$ cat src/sv/eqgd_pkg.sv
// ----------------------------------------------------------------------------
// eqgd_pkg
// Shared constants, field widths and structs of the equirectangular distance
// core.
// ----------------------------------------------------------------------------
package eqgd_pkg;

    localparam int ANGLE_FRAC_BITS = 20;
    localparam int DIST_FRAC_BITS  = 4;

    localparam int LAT_W    = 28;
    localparam int LON_W    = 29;
    localparam int DIST_W   = 30;
    localparam int RADIUS_W = 23;

    localparam int APB_ADDR_W = 3;
    localparam int APB_DATA_W = 32;

    localparam logic [RADIUS_W-1:0] EQUATOR_RESET = 23'd6378137;
    localparam logic [RADIUS_W-1:0] POLAR_RESET   = 23'd6356725;

    // Radians per degree in Q32, rounded to nearest.
    localparam logic [26:0] RAD_PER_DEG_Q32 =
        27'(((64'd314159265 << 32) + 64'd9000000000) / 64'd18000000000);

    localparam logic [28:0] SPAN      = 29'(90 << ANGLE_FRAC_BITS);
    localparam logic [27:0] QUARTER   = 28'(90 << ANGLE_FRAC_BITS);
    localparam logic [27:0] HALF_TURN = 28'(180 << ANGLE_FRAC_BITS);

    localparam logic [DIST_W-1:0] DIST_MAX = '1;

    // Series terms past the twelfth are always zero in Q30 for angles up to
    // a quarter turn.
    localparam int COS_TERMS = 12;
    localparam int COS_W     = 31;
    localparam int X2_W      = 32;
    localparam int SUM_W     = 33;

    localparam int EC_W   = 33;
    localparam int DLON_W = 34;
    localparam int DLAT_W = 33;
    localparam int DXY_W  = 33;

    localparam int ROOT_STAGES = 16;
    localparam int ROOT_STEPS  = 2;

    typedef enum logic {
        REG_EQUATOR = 1'b0,
        REG_POLAR   = 1'b1
    } t_reg_idx;

    typedef struct packed {
        logic [RADIUS_W-1:0] equator_radius_m;
        logic [RADIUS_W-1:0] polar_radius_m;
    } t_cfg;

    typedef struct packed {
        logic [EC_W-1:0]   ec_q8;
        logic [DLON_W-1:0] dlon_rad;
        logic [DLAT_W-1:0] dlat_rad;
    } t_cos_side;

    typedef struct packed {
        logic        sat;
        logic [31:0] root;
        logic [32:0] rem;
    } t_root;

endpackage

$ cat src/sv/eqgd_isqrt.sv
// ----------------------------------------------------------------------------
// eqgd_isqrt
// Pipelined bitwise integer square root with remainder, two result bits per
// stage.
// ----------------------------------------------------------------------------
module eqgd_isqrt (
    input  logic              i_clk,
    input  logic              i_rst_n,
    input  logic              i_en,
    input  logic              i_valid,
    input  logic              i_sat,
    input  logic [62:0]       i_sum,
    output logic              o_valid,
    output eqgd_pkg::t_root   o_res
);
    import eqgd_pkg::*;

    logic        vld_q  [0:ROOT_STAGES];
    logic        sat_q  [0:ROOT_STAGES];
    logic [63:0] rem_q  [0:ROOT_STAGES];
    logic [63:0] root_q [0:ROOT_STAGES];

    assign vld_q[0]  = i_valid;
    assign sat_q[0]  = i_sat;
    assign rem_q[0]  = {1'b0, i_sum};
    assign root_q[0] = '0;

    for (genvar t = 0; t < ROOT_STAGES; t++) begin : g_stage
        logic        r_vld;
        logic        r_sat;
        logic [63:0] r_rem;
        logic [63:0] r_root;
        logic [63:0] n_rem;
        logic [63:0] n_root;

        always_comb begin : p_step
            logic [63:0] bitv;
            logic [63:0] trial;
            n_rem  = rem_q[t];
            n_root = root_q[t];
            for (int j = 0; j < ROOT_STEPS; j++) begin
                bitv  = 64'd1 << (62 - 2 * (ROOT_STEPS * t + j));
                trial = n_root + bitv;
                if (n_rem >= trial) begin
                    n_rem  = n_rem - trial;
                    n_root = (n_root >> 1) + bitv;
                end else begin
                    n_root = n_root >> 1;
                end
            end
        end

        always_ff @(posedge i_clk) begin
            if (!i_rst_n) begin
                r_vld <= 1'b0;
            end else if (i_en) begin
                r_vld <= vld_q[t];
            end
        end

        always_ff @(posedge i_clk) begin
            if (i_en) begin
                r_sat  <= sat_q[t];
                r_rem  <= n_rem;
                r_root <= n_root;
            end
        end

        assign vld_q[t+1]  = r_vld;
        assign sat_q[t+1]  = r_sat;
        assign rem_q[t+1]  = r_rem;
        assign root_q[t+1] = r_root;
    end

    assign o_valid    = vld_q[ROOT_STAGES];
    assign o_res.sat  = sat_q[ROOT_STAGES];
    assign o_res.root = root_q[ROOT_STAGES][31:0];
    assign o_res.rem  = rem_q[ROOT_STAGES][32:0];

endmodule
$ cat config.mk
export PLATFORM = sky130hd
export DESIGN_NAME = eqgd_isqrt
export DESIGN_NICKNAME = d
export VERILOG_FILES = /design/src/sv/eqgd_pkg.sv /design/src/sv/eqgd_isqrt.sv
export SDC_FILE = /design/constraint.sdc
export NUM_CORES = 2
export LEC_CHECK = 0
export BUFFER_PORTS_ARGS = -buffer_cell sky130_fd_sc_hd__buf_2
export CAP_MARGIN = 20
export CORE_MARGIN = 1.5
export CORE_UTILIZATION = 35
export DETAILED_ROUTE_END_ITERATION = 6
export SLEW_MARGIN = 20
export SYNTH_ARGS = -nofsm -noshare
export SYNTH_HDL_FRONTEND = slang
export SYNTH_SLANG_ARGS = --single-unit
$ cat constraint.sdc
create_clock -name i_clk -period 18.9 [get_ports i_clk]
set_input_delay 0.945 -clock i_clk [delete_from_list [all_inputs] [get_ports i_clk]]
set_output_delay 0.945 -clock i_clk [all_outputs]
set_load 0.03 [all_outputs]
Word level (Yosys, flattened, before mapping) --
Cells that the tools add are included.
Storage, ports and cells: flip-flop bits (word level) 2017, bits of input ports 68, logic and storage cells 269
Operators by class: $add $sub $neg 94, order comparisons 32, muxes and demuxes 64
Operator list (number):
- $mux 64 | 46
- $ge 64x64->1 | 31
- $sub 64x64->64 | 30
- $mux 63 | 16
- $add 63x11->64 const B | 1
- $add 63x13->64 const B | 1
- $add 63x15->64 const B | 1
- $add 63x17->64 const B | 1
- $add 63x19->64 const B | 1
- $add 63x21->64 const B | 1
- $add 63x23->64 const B | 1
- $add 63x25->64 const B | 1
- $add 63x27->64 const B | 1
- $add 63x29->64 const B | 1
- $add 63x3->64 const B | 1
- $add 63x31->64 const B | 1
- $add 63x33->64 const B | 1
- $add 63x35->64 const B | 1
- $add 63x37->64 const B | 1
- $add 63x39->64 const B | 1
- $add 63x41->64 const B | 1
- $add 63x43->64 const B | 1
- $add 63x45->64 const B | 1
- $add 63x47->64 const B | 1
- 47 further kinds | 47

Depth between registers and ports, before layout --
depth after elaboration 6, mapped depth 32, depth with buffers taken out 29

Worst setup path before layout --
No wires, ideal clock.
path type register to register, start reg g_stage[10].r_rem[37], end reg g_stage[11].r_rem[57], data pin, library setup time 0.262 ns, data arrival time 6.412 ns, slack 12.226 ns, stages on the path, launching flop included 27, path buffers 5, clock period less this slack 6.674 ns, path through edfxtp_1 > ha_1 > clkbuf_1 > nand4_1 > or4_1 > or3_1 > o31ai_2 > or3_1 > buf_6 > clkbuf_1 > clkbuf_1 > nor2_1 > a21oi_1 > ha_1 > clkbuf_1 > a31o_2 > a21o_1 > a21o_1 > a21o_1 > o41ai_1 > a21oi_1 > o31ai_1 > a31oi_1 > o2111ai_1 > nor4b_1 > and4b_1 > xor2_1
On the way: word-level cells in the longest chain between the ends 5, elaborated cells between the ends (all ways) 8, classes of those cells add/sub (3); order compare (2); mux (3)
Ends and longest elaborated chain:
- start, declared | RTL line eqgd_isqrt.sv:31 | logic [63:0] r_rem;
- start signal, assigned | RTL line eqgd_isqrt.sv:64 | r_rem <= n_rem;
- $ge 64x64->1 | RTL line eqgd_isqrt.sv:44 | if (n_rem >= trial) begin
- $mux 64 | RTL line eqgd_isqrt.sv:44
- $add 64x17->64 | RTL line eqgd_isqrt.sv:43 | trial = n_root + bitv;
- $sub 64x64->64 / $ge 64x64->1 (equally long branches) | RTL line eqgd_isqrt.sv:45, eqgd_isqrt.sv:44
- $mux 64 (*) | RTL line eqgd_isqrt.sv:44
- net g_stage[11].n_rem[57] | RTL line eqgd_isqrt.sv:33 | logic [63:0] n_rem;
- end signal, assigned | RTL line eqgd_isqrt.sv:64
- end, declared | RTL line eqgd_isqrt.sv:31
Mark *: on every way through the listed nets, which the timed path passes. The rest lies on a longest branch. A chain may end at the register's enable or synchronous reset.

Worst setup path in the final report --
start reg g_stage[13].r_rem[35], end reg g_stage[14].r_rem[18], data pin
On the way: word-level cells in the longest chain between the ends 5, elaborated cells between the ends (all ways) 8, classes of those cells add/sub (3); order compare (2); mux (3)
Ends and longest elaborated chain (RTL line):
- start, declared | eqgd_isqrt.sv:31
- start signal, assigned | eqgd_isqrt.sv:64
- $ge 64x64->1 | eqgd_isqrt.sv:44
- $mux 64 | eqgd_isqrt.sv:44
- $add 64x5->64 | eqgd_isqrt.sv:43
- $sub 64x64->64 / $ge 64x64->1 (equally long branches) | eqgd_isqrt.sv:45, eqgd_isqrt.sv:44
- $mux 64 (*) | eqgd_isqrt.sv:44
- net g_stage[14].n_rem[18] | eqgd_isqrt.sv:33
- end signal, assigned | eqgd_isqrt.sv:64
- end, declared | eqgd_isqrt.sv:31
Marked as above.

==> reports/results.txt <==
clk buf depth: 3
Fin. Hold Viols: 0
kind of critical path: register to register
average wire per standard cell: 21.1 um
Post-Route WL: 265000 um
syn_nets: 9678
top cells by count, synth: edfxtp_1, nor2_1, nand2_1
drt via density: 5.58
share of layout cells above drive strength 1: 0.0697
Post-Synthesis Cells: 9037
Clk Latency, worst-skew pair: 0.82 ns
CTS root buf: clkbuf_16
actual slew at the worst max-slew pin: 1.16 ns
Final Core Density: 0.390
Cell Area, Synth: 88100 um^2
antenna-violating nets left: 0
crit path launch: g_stage[13].r_rem[35]
IO Port Bufs: 134
RePlAce Congestion: 0.951
Mean Syn Cell Area: 9.75 um^2
drc violations: 0
Switch Pwr: 5.88 mW
R2R Path Start: g_stage[13].r_rem[35]
H-tree levels: 4
clk slew on worst S/H paths: 0.06 ns
Final Skew: 0.0678 ns
P&R area growth vs syn: 11.0%
CP required: 19.44 ns
flops & latches, synth: 1297
top cell type's share of synthesized area: 0.437
yosys warns: 0
DRT iter0 DRCs: 5903
Detailed Routing Iterations Pass 1: 7
routed vias: 70200
Max-slew headroom: 0.204
starting density of the core: 0.351
Post-synth EDFFs: 1281
setup_tns: 0 ns
final setup violating endpoints: 0
number of global-route vias before repair: 68100
io pins: 135
core area: 251000 um^2
top_reg_cell synth: edfxtp_1
clock sink count: 1297
Logic pwr share: 0.474
Seq pwr share: 0.309
Seq/Total Area, Yosys: 0.440
most numerous cell in the Yosys netlist: edfxtp_1
FP Rows: 184
Worst Path Max Fanout: 63
Tcrit/Tclk final: 0.439
GRT overflow: 0
hpwl dp: 210000 um
Die Span X: 505 um
first-pass GRT wire length: 403000 um
Slew Limit Fails: 0
GRT Util Overall: 0.200
Worst setup SP type: register
hold wc startpoint: i_sat
Peak VDD IR: 118 uV
number of nets in the layout: 9743
Post-synth ARST share: 0
Hold-fix buffers, CTS: 0
initial antenna violation count: 6
CTS resizes: 0
Max-Cap Viols: 0
Post-CTS Setup Bufs: 0
Leakage Power: 37.2 nW
post-synth cell types: 100
Arr. time, crit path: 8.83 ns
Filler cells: 24700
CTS tree: yes
Worst setup EP type: register
RSZ-0062 raised after global routing: no
status: finished, final reports clean
Die ar.: 255000 um^2
Synth area leader: edfxtp_1
total CTS buffers: 152
clock power share: 0.217
Worst Hold Class: input port to register
largest net degree at the start of global routing: 203
largest cells by area after synthesis: edfxtp_1, ha_1, xnor2_1
pwr dens: 145 nW/um^2
Power Internal: 8.32 mW
min Tclk post-route: 8.29 ns
Die H: 505 um
Sw Ratio: 0.414
f_max: 121 MHz
worst max-delay path, cell delays in order, from the launching register on:
cell and delay, ns:
edfxtp_1 0.40, ha_1 0.49, nand4_1 0.24, nor3_1 0.38, nand4_1 0.33, nand4_1 0.29
a21oi_1 0.20, nand2_2 0.12, buf_4 0.27, clkinv_1 0.63, o31ai_1 0.56, ha_1 0.41
a21oi_1 0.21, o21a_1 0.15, o21ai_0 0.09, a21oi_1 0.27, o21ai_0 0.13, a31oi_1 0.38
and3_1 0.22, a21oi_1 0.11, nor2_1 0.31, nand4_1 0.28, nor3_4 0.70, inv_2 0.04
buf_4 0.37, mux2_2 0.37
power by group through the flow:
stage	clock network (mW)	logic, mW	registers (mW)
2_1_floorplan	0	4.93	4.23
3_3_place_gp	0	6.59	4.44
3_5_place_dp	0	6.61	4.45
4_1_cts	3.17	6.66	4.39
5_1_grt	3.27	7.38	4.44
6_report	3.08	6.73	4.39
through the flow:
step	hold slack [ns]	cells	setup slack (ns)	cell area (um^2)	power [mW]
after floorplan	0.400	9037	12.23	88100	9.16
after CTS	0.188	12600	10.51	97700	14.2
after detailed placement	0.405	12300	10.54	92400	11.1
after global routing	0.220	12600	10.10	97800	15.1
after global placement	0.402	12300	10.70	92400	11.0
final	0.275	12600	10.61	97800	14.2
cell type report:
cell class / count / area [um^2] / share of cell area
multi-input cells: 6954 / 46400 / 0.474
well taps: 3348 / 4190 / 0.0428
clock inverters: 109 / 1470 / 0.0150
diodes: 6 / 15.0 / 0.000154
clock buffers: 173 / 3880 / 0.0397
inverters: 511 / 1920 / 0.0197
flip-flops and latches: 1297 / 38800 / 0.397
repair buffers: 186 / 1130 / 0.0115
kinds of logic (layout without fill, tap and decap cells):
family	Yosys count	in the layout	synth area share
multiplexers	128	128	0.0158
AND/OR/NAND/NOR	3176	3176	0.183
adder cells (fa/ha/maj)	574	574	0.0815
flip-flops	1297	1297	0.440
AO/OA/AOI/OAI	2232	2232	0.161
buffers and inverters	786	979	0.0341
other	0	6	0
XOR/XNOR	844	844	0.0841
worst paths after layout:
| check | slack, ns | cells after the start | to |
|---|---|---|---|
| worst min register to register | 0.40 | 0 | g_stage[14].r_root[23] |
| worst max-delay path | 10.61 | 25 | g_stage[14].r_rem[18] |
| worst max register to register | 10.61 | 25 | g_stage[14].r_rem[18] |
| worst min-delay path | 0.27 | 1 | g_stage[0].r_sat |
flip-flops by register name (all words and copies together) (netlist names):
register and flops:
g_stage.r_rem 993, g_stage.r_vld 15, g_stage.r_sat 16, o_valid 1, g_stage.r_root 272
cells in the final DEF (no fill, tap or decap), types with 102 or more instances in the layout:
cell	instances
nor4_1	253
o21ai_0	425
clkbuf_16	152
a21o_1	263
nor2_1	765
nor3_1	269
inv_1	499
buf_2	133
ha_1	573
nand4_1	178
o21a_1	113
nor2b_1	102
a21oi_1	726
nand3_1	197
nand2b_1	119
xor2_1	287
edfxtp_1	1281
nand2_1	743
xnor2_1	555
routing by layer:
layer  vias up  wire length, um  global-route usage
met5         -               13                   0
met1     33700           114000               0.257
met2      2167           128000               0.344
met3       455            12700              0.0240
met4         2             9680              0.0739
li1      33900                -                   -
(Power assumes the default switching activity.)
