==> src/sv/eqgd_pkg.sv <==
// ----------------------------------------------------------------------------
// eqgd_pkg
// Shared constants, field widths and structs of the equirectangular distance
// core.
// ----------------------------------------------------------------------------
package eqgd_pkg;

    localparam int ANGLE_FRAC_BITS = 20;
    localparam int DIST_FRAC_BITS  = 4;

    localparam int LAT_W    = 28;
    localparam int LON_W    = 29;
    localparam int DIST_W   = 30;
    localparam int RADIUS_W = 23;

    localparam int APB_ADDR_W = 3;
    localparam int APB_DATA_W = 32;

    localparam logic [RADIUS_W-1:0] EQUATOR_RESET = 23'd6378137;
    localparam logic [RADIUS_W-1:0] POLAR_RESET   = 23'd6356725;

    // Radians per degree in Q32, rounded to nearest.
    localparam logic [26:0] RAD_PER_DEG_Q32 =
        27'(((64'd314159265 << 32) + 64'd9000000000) / 64'd18000000000);

    localparam logic [28:0] SPAN      = 29'(90 << ANGLE_FRAC_BITS);
    localparam logic [27:0] QUARTER   = 28'(90 << ANGLE_FRAC_BITS);
    localparam logic [27:0] HALF_TURN = 28'(180 << ANGLE_FRAC_BITS);

    localparam logic [DIST_W-1:0] DIST_MAX = '1;

    // Series terms past the twelfth are always zero in Q30 for angles up to
    // a quarter turn.
    localparam int COS_TERMS = 12;
    localparam int COS_W     = 31;
    localparam int X2_W      = 32;
    localparam int SUM_W     = 33;

    localparam int EC_W   = 33;
    localparam int DLON_W = 34;
    localparam int DLAT_W = 33;
    localparam int DXY_W  = 33;

    localparam int ROOT_STAGES = 16;
    localparam int ROOT_STEPS  = 2;

    typedef enum logic {
        REG_EQUATOR = 1'b0,
        REG_POLAR   = 1'b1
    } t_reg_idx;

    typedef struct packed {
        logic [RADIUS_W-1:0] equator_radius_m;
        logic [RADIUS_W-1:0] polar_radius_m;
    } t_cfg;

    typedef struct packed {
        logic [EC_W-1:0]   ec_q8;
        logic [DLON_W-1:0] dlon_rad;
        logic [DLAT_W-1:0] dlat_rad;
    } t_cos_side;

    typedef struct packed {
        logic        sat;
        logic [31:0] root;
        logic [32:0] rem;
    } t_root;

endpackage

==> src/sv/eqgd_regs.sv <==
// ----------------------------------------------------------------------------
// eqgd_regs
// APB register file holding the equatorial and polar radius.
// ----------------------------------------------------------------------------
module eqgd_regs (
    input  logic                               i_clk,
    input  logic                               i_rst_n,
    input  logic                               psel,
    input  logic                               penable,
    input  logic                               pwrite,
    input  logic [eqgd_pkg::APB_ADDR_W-1:0]    paddr,
    input  logic [eqgd_pkg::APB_DATA_W-1:0]    pwdata,
    output logic [eqgd_pkg::APB_DATA_W-1:0]    prdata,
    output logic                               pready,
    output eqgd_pkg::t_cfg                     o_cfg
);
    import eqgd_pkg::*;

    t_cfg     r_cfg;
    t_cfg     n_cfg;
    t_reg_idx sel;

    assign sel    = t_reg_idx'(paddr[2]);
    assign pready = 1'b1;
    assign o_cfg  = r_cfg;

    always_comb begin
        n_cfg = r_cfg;
        if (psel && penable && pwrite && pready) begin
            unique case (sel)
                REG_EQUATOR: n_cfg.equator_radius_m = pwdata[RADIUS_W-1:0];
                REG_POLAR:   n_cfg.polar_radius_m   = pwdata[RADIUS_W-1:0];
                default:     n_cfg = r_cfg;
            endcase
        end
    end

    always_comb begin
        unique case (sel)
            REG_EQUATOR: prdata = {{(APB_DATA_W-RADIUS_W){1'b0}}, r_cfg.equator_radius_m};
            REG_POLAR:   prdata = {{(APB_DATA_W-RADIUS_W){1'b0}}, r_cfg.polar_radius_m};
            default:     prdata = '0;
        endcase
    end

    always_ff @(posedge i_clk) begin
        if (!i_rst_n) begin
            r_cfg.equator_radius_m <= EQUATOR_RESET;
            r_cfg.polar_radius_m   <= POLAR_RESET;
        end else begin
            r_cfg <= n_cfg;
        end
    end

endmodule

==> config.mk <==
export PLATFORM = sky130hd
export DESIGN_NAME = eqgd_regs
export DESIGN_NICKNAME = d
export VERILOG_FILES = /design/src/sv/eqgd_pkg.sv /design/src/sv/eqgd_regs.sv
export SDC_FILE = /design/constraint.sdc
export NUM_CORES = 1
export LEC_CHECK = 0
export BUFFER_PORTS_ARGS = -buffer_cell sky130_fd_sc_hd__buf_2
export CAP_MARGIN = 20
export CORE_MARGIN = 8
export CORE_UTILIZATION = 45
export CTS_CLUSTER_DIAMETER = 30
export DETAILED_ROUTE_END_ITERATION = 12
export HOLD_SLACK_MARGIN = 0.05
export PLACE_DENSITY = 0.8
export SLEW_MARGIN = 20
export SYNTH_ARGS = -nofsm -noshare
export SYNTH_HDL_FRONTEND = slang
export SYNTH_SLANG_ARGS = --single-unit
==> constraint.sdc <==
create_clock -name i_clk -period 1.1 [get_ports i_clk]
set_input_delay 0.11 -clock i_clk [delete_from_list [all_inputs] [get_ports i_clk]]
set_output_delay 0.11 -clock i_clk [all_outputs]
set_load 0.05 [all_outputs]
Word level (Yosys, flattened, before mapping):

Index checks and enable logic that the tools add are counted.

* memories: 0
* bits in read-only memories: 0
* input bits: 40
* register bits after elaboration: 46
* logic and storage cells: 8
* output and inout bits: 79
* latch bits: 0
* bits in writable memories: 0

* shift operators: 0
* bitwise operators: 1
* divide/modulo/power cells: 0
* multipliers: 0
* add/sub/neg operators: 0
* magnitude comparators: 0
* eq/ne operators: 0
* mux-type cells: 1
* reduce and logical (&&, ||, !) cells: 4

Operators with widths (number)
* case mux 32 bit (2 select lines): 1
* AND reduction 2 bit: 2
* logical AND 1 bit: 2
* inverter 1 bit: 1

Longest topological paths before layout:

Gate-level depths: netlist of the first run.

* depth in word-level cells: 3
* depth in mapped cells: 5
* mapped depth without buffers: 2

Worst setup path after synthesis of the first run:

Ideal clock, no wire load.

* path kind: register -> output
* start: register r_cfg, in the netlist o_cfg[0]
* end: output port prdata[0] (netlist name)
* data required time: 0.990 ns
* path slack: -0.059 ns
* arrival time: 1.049 ns
* cell stages (with the launch flop): 2
* path through: dfxtp_1 -> mux2_2

* longest elaborated chain between the ends: 1

Ends and longest elaborated chain
* start: declaration: RTL line eqgd_regs.sv:19 `t_cfg r_cfg;`
* start signal: assignment: RTL line eqgd_regs.sv:51 `r_cfg <= n_cfg;`
* case mux 32 bit (2 select lines): RTL line eqgd_regs.sv:39 `unique case (sel)`
* end: declaration: RTL line eqgd_regs.sv:13 `output logic [eqgd_pkg::APB_DATA_W-1:0] prdata,`

No other way between the ends. The select of a mux whose other input is x is not followed.

Worst setup path after layout of the first run:

* start: register r_cfg, in the netlist o_cfg[31]
* end: output port prdata[8] (netlist name)

Same word-level chain as after synthesis.

==> out/metrics.csv, run 1 <==
metric;value;unit
status;finished with violations;
failing checks;negative setup slack;
FF/Latch Area;978.4;um2
Vias per Instance;4.607;
Wirelength per Cell;14.82;um
setup TNS;-1.525;ns
sequential share of power;44.4;%
post-route antenna net violation count;0;
hold crit path type;primary input to flip-flop;
maximum vdd drop;0.6491;mV
yosys warns;0;
worst setup margin;-0.08032;ns
Final Max Tran Viols;0;
unrepaired setup endpoints after global routing;true;
Design Power;3.895;mW
switching share of power;29.73;%
core area;4977;um2
share of layout cells above drive strength 1;60.80;%
flops & latches, synth;46;
die height;86.96;um
Int Pwr;2.737;mW
CTS tree;done;
Clock power frac;32.4;%
Die Wd;86.96;um
Largest register FFs;46;
Detailed Route WL;6256;um
area delta synth->final;57.10;%
initial antenna violation count;0;
Root Buffer;clkbuf_8;
Critical Path RT;0.99;ns
Placer Congestion;0.7058;
first-pass GRT wire length;9625;um
vias in the first global route;2056;
Pre-antenna DRT Iters;4;
final worst-path cycle share;107.3;%
htree depth;2;
die footprint;7562;um2
fin util;71.52;%
Non-Filler Instances;422;
CTS sink cnt;46;
most frequent cells in the layout;buf_4, mux2i_1, buf_2, dfxtp_2, nor2b_1;
Hold Buf Count CTS;0;
post-placement cell count;386;
Site Rows;26;
final clock skew;0;ns
fin nets;391;
CTS Buffer Depth;2;
Iteration-0 DRC Markers;40;
final hold viol count;0;
Syn Inst Count;226;
Synth Area in Adders;0;%
post-DP HPWL;4262;um
combinational family with the most area after synthesis;multiplexers;
Initial Util;45.53;%
P_leak;1.617;nW
max cap viols;0;
Post-Syn Area per Cell;10.03;um2
combinational power share;23.1;%
count of buffers from port buffering;97;
cts bufs inserted;5;
grt ovf;0;
Top Ports;119;
post-synthesis mux area share;31.75;%
largest net degree at the start of global routing;42;
CP Capture Type;output pin;
commonest non-fill, non-tap cell in the layout;buf_4;
Synth cell types;15;
Period minus WS final;1.180;ns
mapped cell area;2266;um2
Worst-path clk slew;0.09;ns
CP Launch Type;flip-flop;
multi-input logic area;1245;um2
fill cell count;374;
Net Switching;1.158;mW
dpl cell area;2905;um2
fmax;847.2;MHz
Tot GR Track Use;16.12;%
# diodes;0;
CP Class;flip-flop to output pin;
simple-gate share of the synthesized area;19.05;%
P per Cell Area;1094;nW/um2
Worst-Skew Late Latency;0.30;ns
Vias;1944;
Synth Area in XOR/XNOR;0;%
worst path arrival time;1.07;ns
critical path peak fanout;3;
endpoints failing setup;23;
drc violations;0;
complex-gate fraction of the synthesized area;0;%
fin area;3560;um2
post-synthesis sequential area ratio;40.64;%
worst paths after layout:
path	start	endpoint	slack (ns)	cells past startpoint
worst max-delay path	o_cfg[31]	prdata[8]	-0.08	2
worst min-delay path	pwdata[6]	o_cfg[29]	0.05	3
worst max register to register	o_cfg[45]	o_cfg[45]	0.33	3
worst min register to register	o_cfg[25]	o_cfg[25]	0.47	2
routing by layer:
metal	part of all wire, %	GRT usage [%]	vias up
met1	40	15.78	913
met2	53	30.74	56
met3	6.1	5.566	5
li1	-	-	970
met5	0	0	-
met4	0.66	5.008	0
area by class of cell:
class	instances	share of cell area [%]
clock buffer	5	1.933
clock inverter	3	1.265
multi-input combinational	161	34.97
tap	70	2.460
sequential	46	27.49
timing repair buffer	137	31.88
through the flow:
step / setup slack (ns) / hold slack [ns]
5_1_grt: -0.1166 / 0.05254
3_3_place_gp: -0.007957 / 0.3619
3_5_place_dp: -0.02393 / 0.3726
4_1_cts: -0.08109 / 0.05007
6_report: -0.08032 / 0.05497
2_1_floorplan: 0.1074 / 0.2446
cell usage after synthesis:
library cell   n  area share (%)
and4_1         1            0.39
and4b_1        1            0.44
buf_12         1            0.88
buf_2          7             1.5
buf_4         10             3.3
buf_6          3             1.5
clkbuf_1       6            0.99
conb_1         2            0.33
dfxtp_1       46              41
mux2_2        23              11
mux2i_1       46              20
nand2_1       36             6.0
nand4_1        1            0.28
nand4b_1       1            0.39
nor2b_1       42              12
critical path: stages, from the launching register on:
cell     delay, ns
dfxtp_2       0.34
mux2_2        0.27
buf_6         0.16
logic make-up after synthesis:
logic type	after synthesis
and+or+nand+nor	82
other	2
buffers and inverters	27
muxes	69
DFF	46
power groups by stage:
stage               clock network (mW)  logic, mW  registers (mW)
floorplan                            0      0.454            1.90
global placement                     0      0.737            1.77
detailed placement                   0      0.747            1.77
CTS                               1.29      0.889            1.73
global route                      1.36      0.946            1.74
finish                            1.26      0.902            1.73
what timing repair did:
item,CTS,global route
pin swaps,0,0
endpoints found under the hold margin,0,0
buffers inserted,25,3
gates resized for setup,95,13
endpoints found under the setup margin,23,27
Note: power is estimated with default switching activity, not from simulation.
==> run 2: changes to the inputs <==
- SETUP_SLACK_MARGIN: not set -> 0.15
==> run 2 against run 1 <==
Effect of this change: the flow still finishes with violations (negative setup slack); cell count rose by 5.5%; non-clock buffer count increased by 24; sequential share of layout area shrank 4.3 points; power is 3.6% lower; cell area rose by 19%; core utilization increased by 13 points; flip-flop and latch count stayed put; largest cell class is now buffers.
==> out/metrics.csv, run 2 (same netlist as run 1, synthesis figures left out) <==
metric;value;unit
status;finished with violations;
failing checks;negative setup slack;
Initial Util;45.53;%
CTS sink cnt;46;
CP peak stage delay;0.34;ns
cts bufs inserted;5;
Hold Buf Count CTS;0;
commonest non-fill, non-tap cell in the layout;buf_6;
max cap viols;0;
hold depth;3;
post-place setup slack;-0.04348;ns
share of layout cells above drive strength 1;63.47;%
first-pass GRT wire length;11100;um
CP Launch Type;flip-flop;
Pre-antenna DRT Iters;4;
Site Rows;26;
post-route antenna net violation count;0;
setup TNS;-1.467;ns
fin util;84.79;%
post-placement cell count;384;
vias in the first global route;2274;
R2R depth;5;
Period minus WS final;1.186;ns
initial antenna violation count;0;
worst reg2reg endpoint;o_cfg[12];
post-DP HPWL;4317;um
Tot GR Track Use;18.57;%
flop-to-flop setup slack;0.10;ns
unrepaired setup endpoints after global routing;true;
worst setup margin;-0.08591;ns
Top Ports;119;
htree depth;2;
largest net degree at the start of global routing;52;
fin area;4220;um2
Placer Congestion;0.6898;
Worst-path clk slew;0.08;ns
worst hold slack;0.06745;ns
P_leak;1.920;nW
Setup crit end;prdata[19];
Worst-Skew Late Latency;0.29;ns
Non-Filler Instances;445;
Iteration-0 DRC Markers;59;
hold crit path type;primary input to flip-flop;
Root Buffer;clkbuf_8;
area delta synth->final;86.25;%
# diodes;0;
Wirelength per Cell;17.91;um
fin nets;415;
Slowest-stage cell, CP;dfxtp_2;
Vias per Instance;4.840;
die footprint;7562;um2
CP Capture Type;output pin;
Critical Path RT;0.99;ns
Final Max Tran Viols;0;
Die Wd;86.96;um
Design Power;3.754;mW
crit-path cells;mux2_2 -> buf_6;
worst reg2reg startpoint;o_cfg[12];
most frequent cells in the layout;buf_6, buf_8, mux2i_1, dfxtp_2, nor2b_1;
final clock skew;0;ns
final hold viol count;0;
P per Cell Area;889.5;nW/um2
CTS tree;done;
worst path arrival time;1.08;ns
fmax;843.2;MHz
grt ovf;0;
core area;4977;um2
Largest register FFs;46;
count of buffers from port buffering;97;
maximum vdd drop;0.6963;mV
endpoints failing setup;24;
critical path peak fanout;3;
Critical Path Start;o_cfg[19];
final worst-path cycle share;107.8;%
Vias;2154;
die height;86.96;um
Detailed Route WL;7972;um
CP Class;flip-flop to output pin;
CTS Buffer Depth;2;
dpl cell area;2878;um2
drc violations;0;
-- run 2: cell count changes in the layout (fill, tap and decap cells not counted), sizes merged --
cell,previous run,this run
bufinv,1,0
clkinvlp,2,0
clkbuf,9,7
buf,133,161
-- run 2: worst min path at each step --
| stage | from | to | slack (ns) |
|---|---|---|---|
| floorplan | pwdata[16] | o_cfg[16] | 0.24 |
| global placement | pwdata[16] | o_cfg[16] | 0.36 |
| detailed placement | pwdata[2] | o_cfg[25] | 0.37 |
| CTS | pwdata[5] | o_cfg[28] | 0.06 |
| global route | pwdata[5] | o_cfg[28] | 0.06 |
| finish | pwdata[5] | o_cfg[28] | 0.07 |
-- run 2: repair_timing --
action,in CTS,in global routing
gates cloned,0,0
setup buffers,33,21
resized for setup,204,50
endpoints found under the setup margin,69,64
-- run 2: where the power goes --
part	switching (mW)	internal, mW
clock network	0.533	0.439
logic	0.586	0.456
registers	0.0321	1.71
total	1.15	2.60
-- run 2: final cells by class --
type,instances,area (um2)
clock buffers,7,76.32
repair buffers,161,1805
well taps,70,87.58
fillers,267,757.0
multi-input cells,161,1272
flip-flops and latches,46,978.4
-- run 2: worst max-delay path: cells and delay by family, from the launching register on --
| family | cells | cell delay [ns] |
|---|---|---|
| multiplexers | 1 | 0.29 |
| buffers and inverters | 1 | 0.16 |
| flip-flops | 1 | 0.34 |
-- run 2: layer usage --
| metal | part of all wire, % | vias up | GRT usage, % | wire length, um |
|---|---|---|---|---|
| met3 | 5.2 | 13 | 4.623 | 413 |
| met5 | 0 | - | 0 | 0 |
| li1 | - | 1025 | - | - |
| met1 | 36 | 1043 | 17.96 | 2896 |
| met2 | 57 | 73 | 37.27 | 4538 |
| met4 | 1.5 | 0 | 5.164 | 123 |
==> run 3: changes to the inputs <==
- CORE_MARGIN: 8 -> 2
==> run 3 against run 2 <==
Effect of this change: the run still ends with negative setup slack left; critical path depth stayed put; via count is 5.2% higher; core utilization is 6.4 points higher; combinational power hardly changed; clock power is 34% higher; power is 9.2% higher; first-iteration DRC count is 22% higher; clock-buffer cell count is 2 lower; die area is 26% lower; flip-flop and latch count stayed put; global-route usage is 5.4 points higher; sequential power hardly changed.
==> out/metrics.csv, run 3 (same netlist as run 1, synthesis figures left out) <==
metric;value;unit
status;finished with violations;
failing checks;negative setup slack;
die height;74.96;um
CP Class;flip-flop to output pin;
Vias;2265;
first-pass GRT wire length;10200;um
Hold Buf Count CTS;0;
worst setup margin;-0.1180;ns
CTS sink cnt;46;
Pre-antenna DRT Iters;4;
Die Wd;74.96;um
grt ovf;0;
fmax;821.0;MHz
dpl cell area;2884;um2
Hold Startpoint;pwdata[16];
CTS tree;done;
R2R depth;4;
initial antenna violation count;0;
CP peak stage delay;0.37;ns
core area;4786;um2
largest net degree at the start of global routing;44;
Critical Path RT;0.99;ns
CP Capture Type;output pin;
vias in the first global route;2123;
unrepaired setup endpoints after global routing;true;
hold crit path type;primary input to flip-flop;
worst hold slack;0.05377;ns
CP Launch Type;flip-flop;
commonest non-fill, non-tap cell in the layout;buf_8;
die footprint;5619;um2
fill cell count;198;
Site Rows;25;
CTS Buffer Depth;2;
worst path arrival time;1.11;ns
endpoints failing setup;31;
post-DP HPWL;3634;um
cts bufs inserted;5;
drc violations;0;
fin area;4365;um2
htree depth;2;
area delta synth->final;92.66;%
Period minus WS final;1.218;ns
Top Ports;119;
worst reg2reg endpoint;o_cfg[22];
Largest register FFs;46;
Root Buffer;clkbuf_8;
hold depth;3;
Initial Util;47.35;%
final worst-path cycle share;110.7;%
final clock skew;0;ns
Hold EP;o_cfg[16];
Worst-path clk slew;0.10;ns
Tot GR Track Use;24.02;%
share of layout cells above drive strength 1;64.60;%
Wirelength per Cell;18.12;um
final hold viol count;0;
critical path peak fanout;3;
P_leak;1.996;nW
Vias per Instance;4.989;
max cap viols;0;
P per Cell Area;939.0;nW/um2
Slowest-stage cell, CP;dfxtp_4;
Iteration-0 DRC Markers;72;
Placer Congestion;0.7091;
# diodes;0;
worst reg2reg startpoint;o_cfg[22];
Worst-Skew Late Latency;0.31;ns
Detailed Route WL;8226;um
fin nets;426;
most frequent cells in the layout;buf_8, buf_6, mux2i_1;
flop-to-flop setup slack;0.14;ns
crit-path cells;mux2_4 -> buf_8;
maximum vdd drop;0.7279;mV
post-route antenna net violation count;0;
count of buffers from port buffering;97;
Final Max Tran Viols;0;
run 3: critical path: cells and delay by family (launching register included):
kind	cells	cell delay, ns
flops	1	0.37
mux	1	0.27
buf+inv	1	0.15
run 3: final cells by class:
class / count / area (um2) / area share, %
clock buffer: 5 / 68.82 / 1.576
clock inverter: 3 / 43.79 / 1.003
multi-input combinational: 161 / 1255 / 28.75
sequential: 46 / 983.4 / 22.53
tap: 67 / 83.83 / 1.920
timing repair buffer: 172 / 1931 / 44.22
run 3: report_power, final:
group          leakage, nW  switching (mW)  total, mW  internal, mW
combinational         1.57           0.595       1.06         0.466
sequential           0.372          0.0347       1.74          1.70
clock               0.0585           0.617       1.30         0.682
total                 2.00            1.25       4.10          2.85
run 3: repair_timing:
| action | CTS | global route |
|---|---|---|
| endpoints found under the setup margin | 69 | 64 |
| endpoints found under the hold margin | 0 | 0 |
| gates resized for setup | 214 | 50 |
| setup buffers | 31 | 31 |
run 3: metal layers:
layer | wire length [um] | up-vias | global-route usage, %
li1 | - | 1043 | -
met1 | 3171 | 1096 | 27.57
met2 | 4413 | 108 | 42.88
met3 | 457 | 18 | 5.622
met4 | 184 | 0 | 9.524
met5 | 0 | - | 0
run 3: worst max path at each step:
stage                    from          to  slack, ns  depth (start not counted)
CTS                 o_cfg[20]  prdata[20]      -0.08                          2
global route         o_cfg[1]   prdata[1]      -0.13                          2
floorplan            paddr[2]   o_cfg[31]       0.11                          5
global placement     paddr[2]  prdata[13]      0.008                          4
finish               o_cfg[9]   prdata[9]      -0.12                          2
detailed placement   paddr[2]  prdata[13]      -0.03                          4
run 3: through the flow:
stage	std cells	utilization [%]	power [mW]	TNS, ns	worst slack (ns)
after floorplan	234	-	2.356	0	0.1108
final	454	91.22	4.099	-2.270	-0.1180
after detailed placement	384	60.26	2.508	-0.2281	-0.02505
after global routing	454	91.22	4.193	-2.660	-0.1333
after global placement	384	60.26	2.496	0	0.007833
after CTS	423	82.48	3.979	-1.695	-0.08078
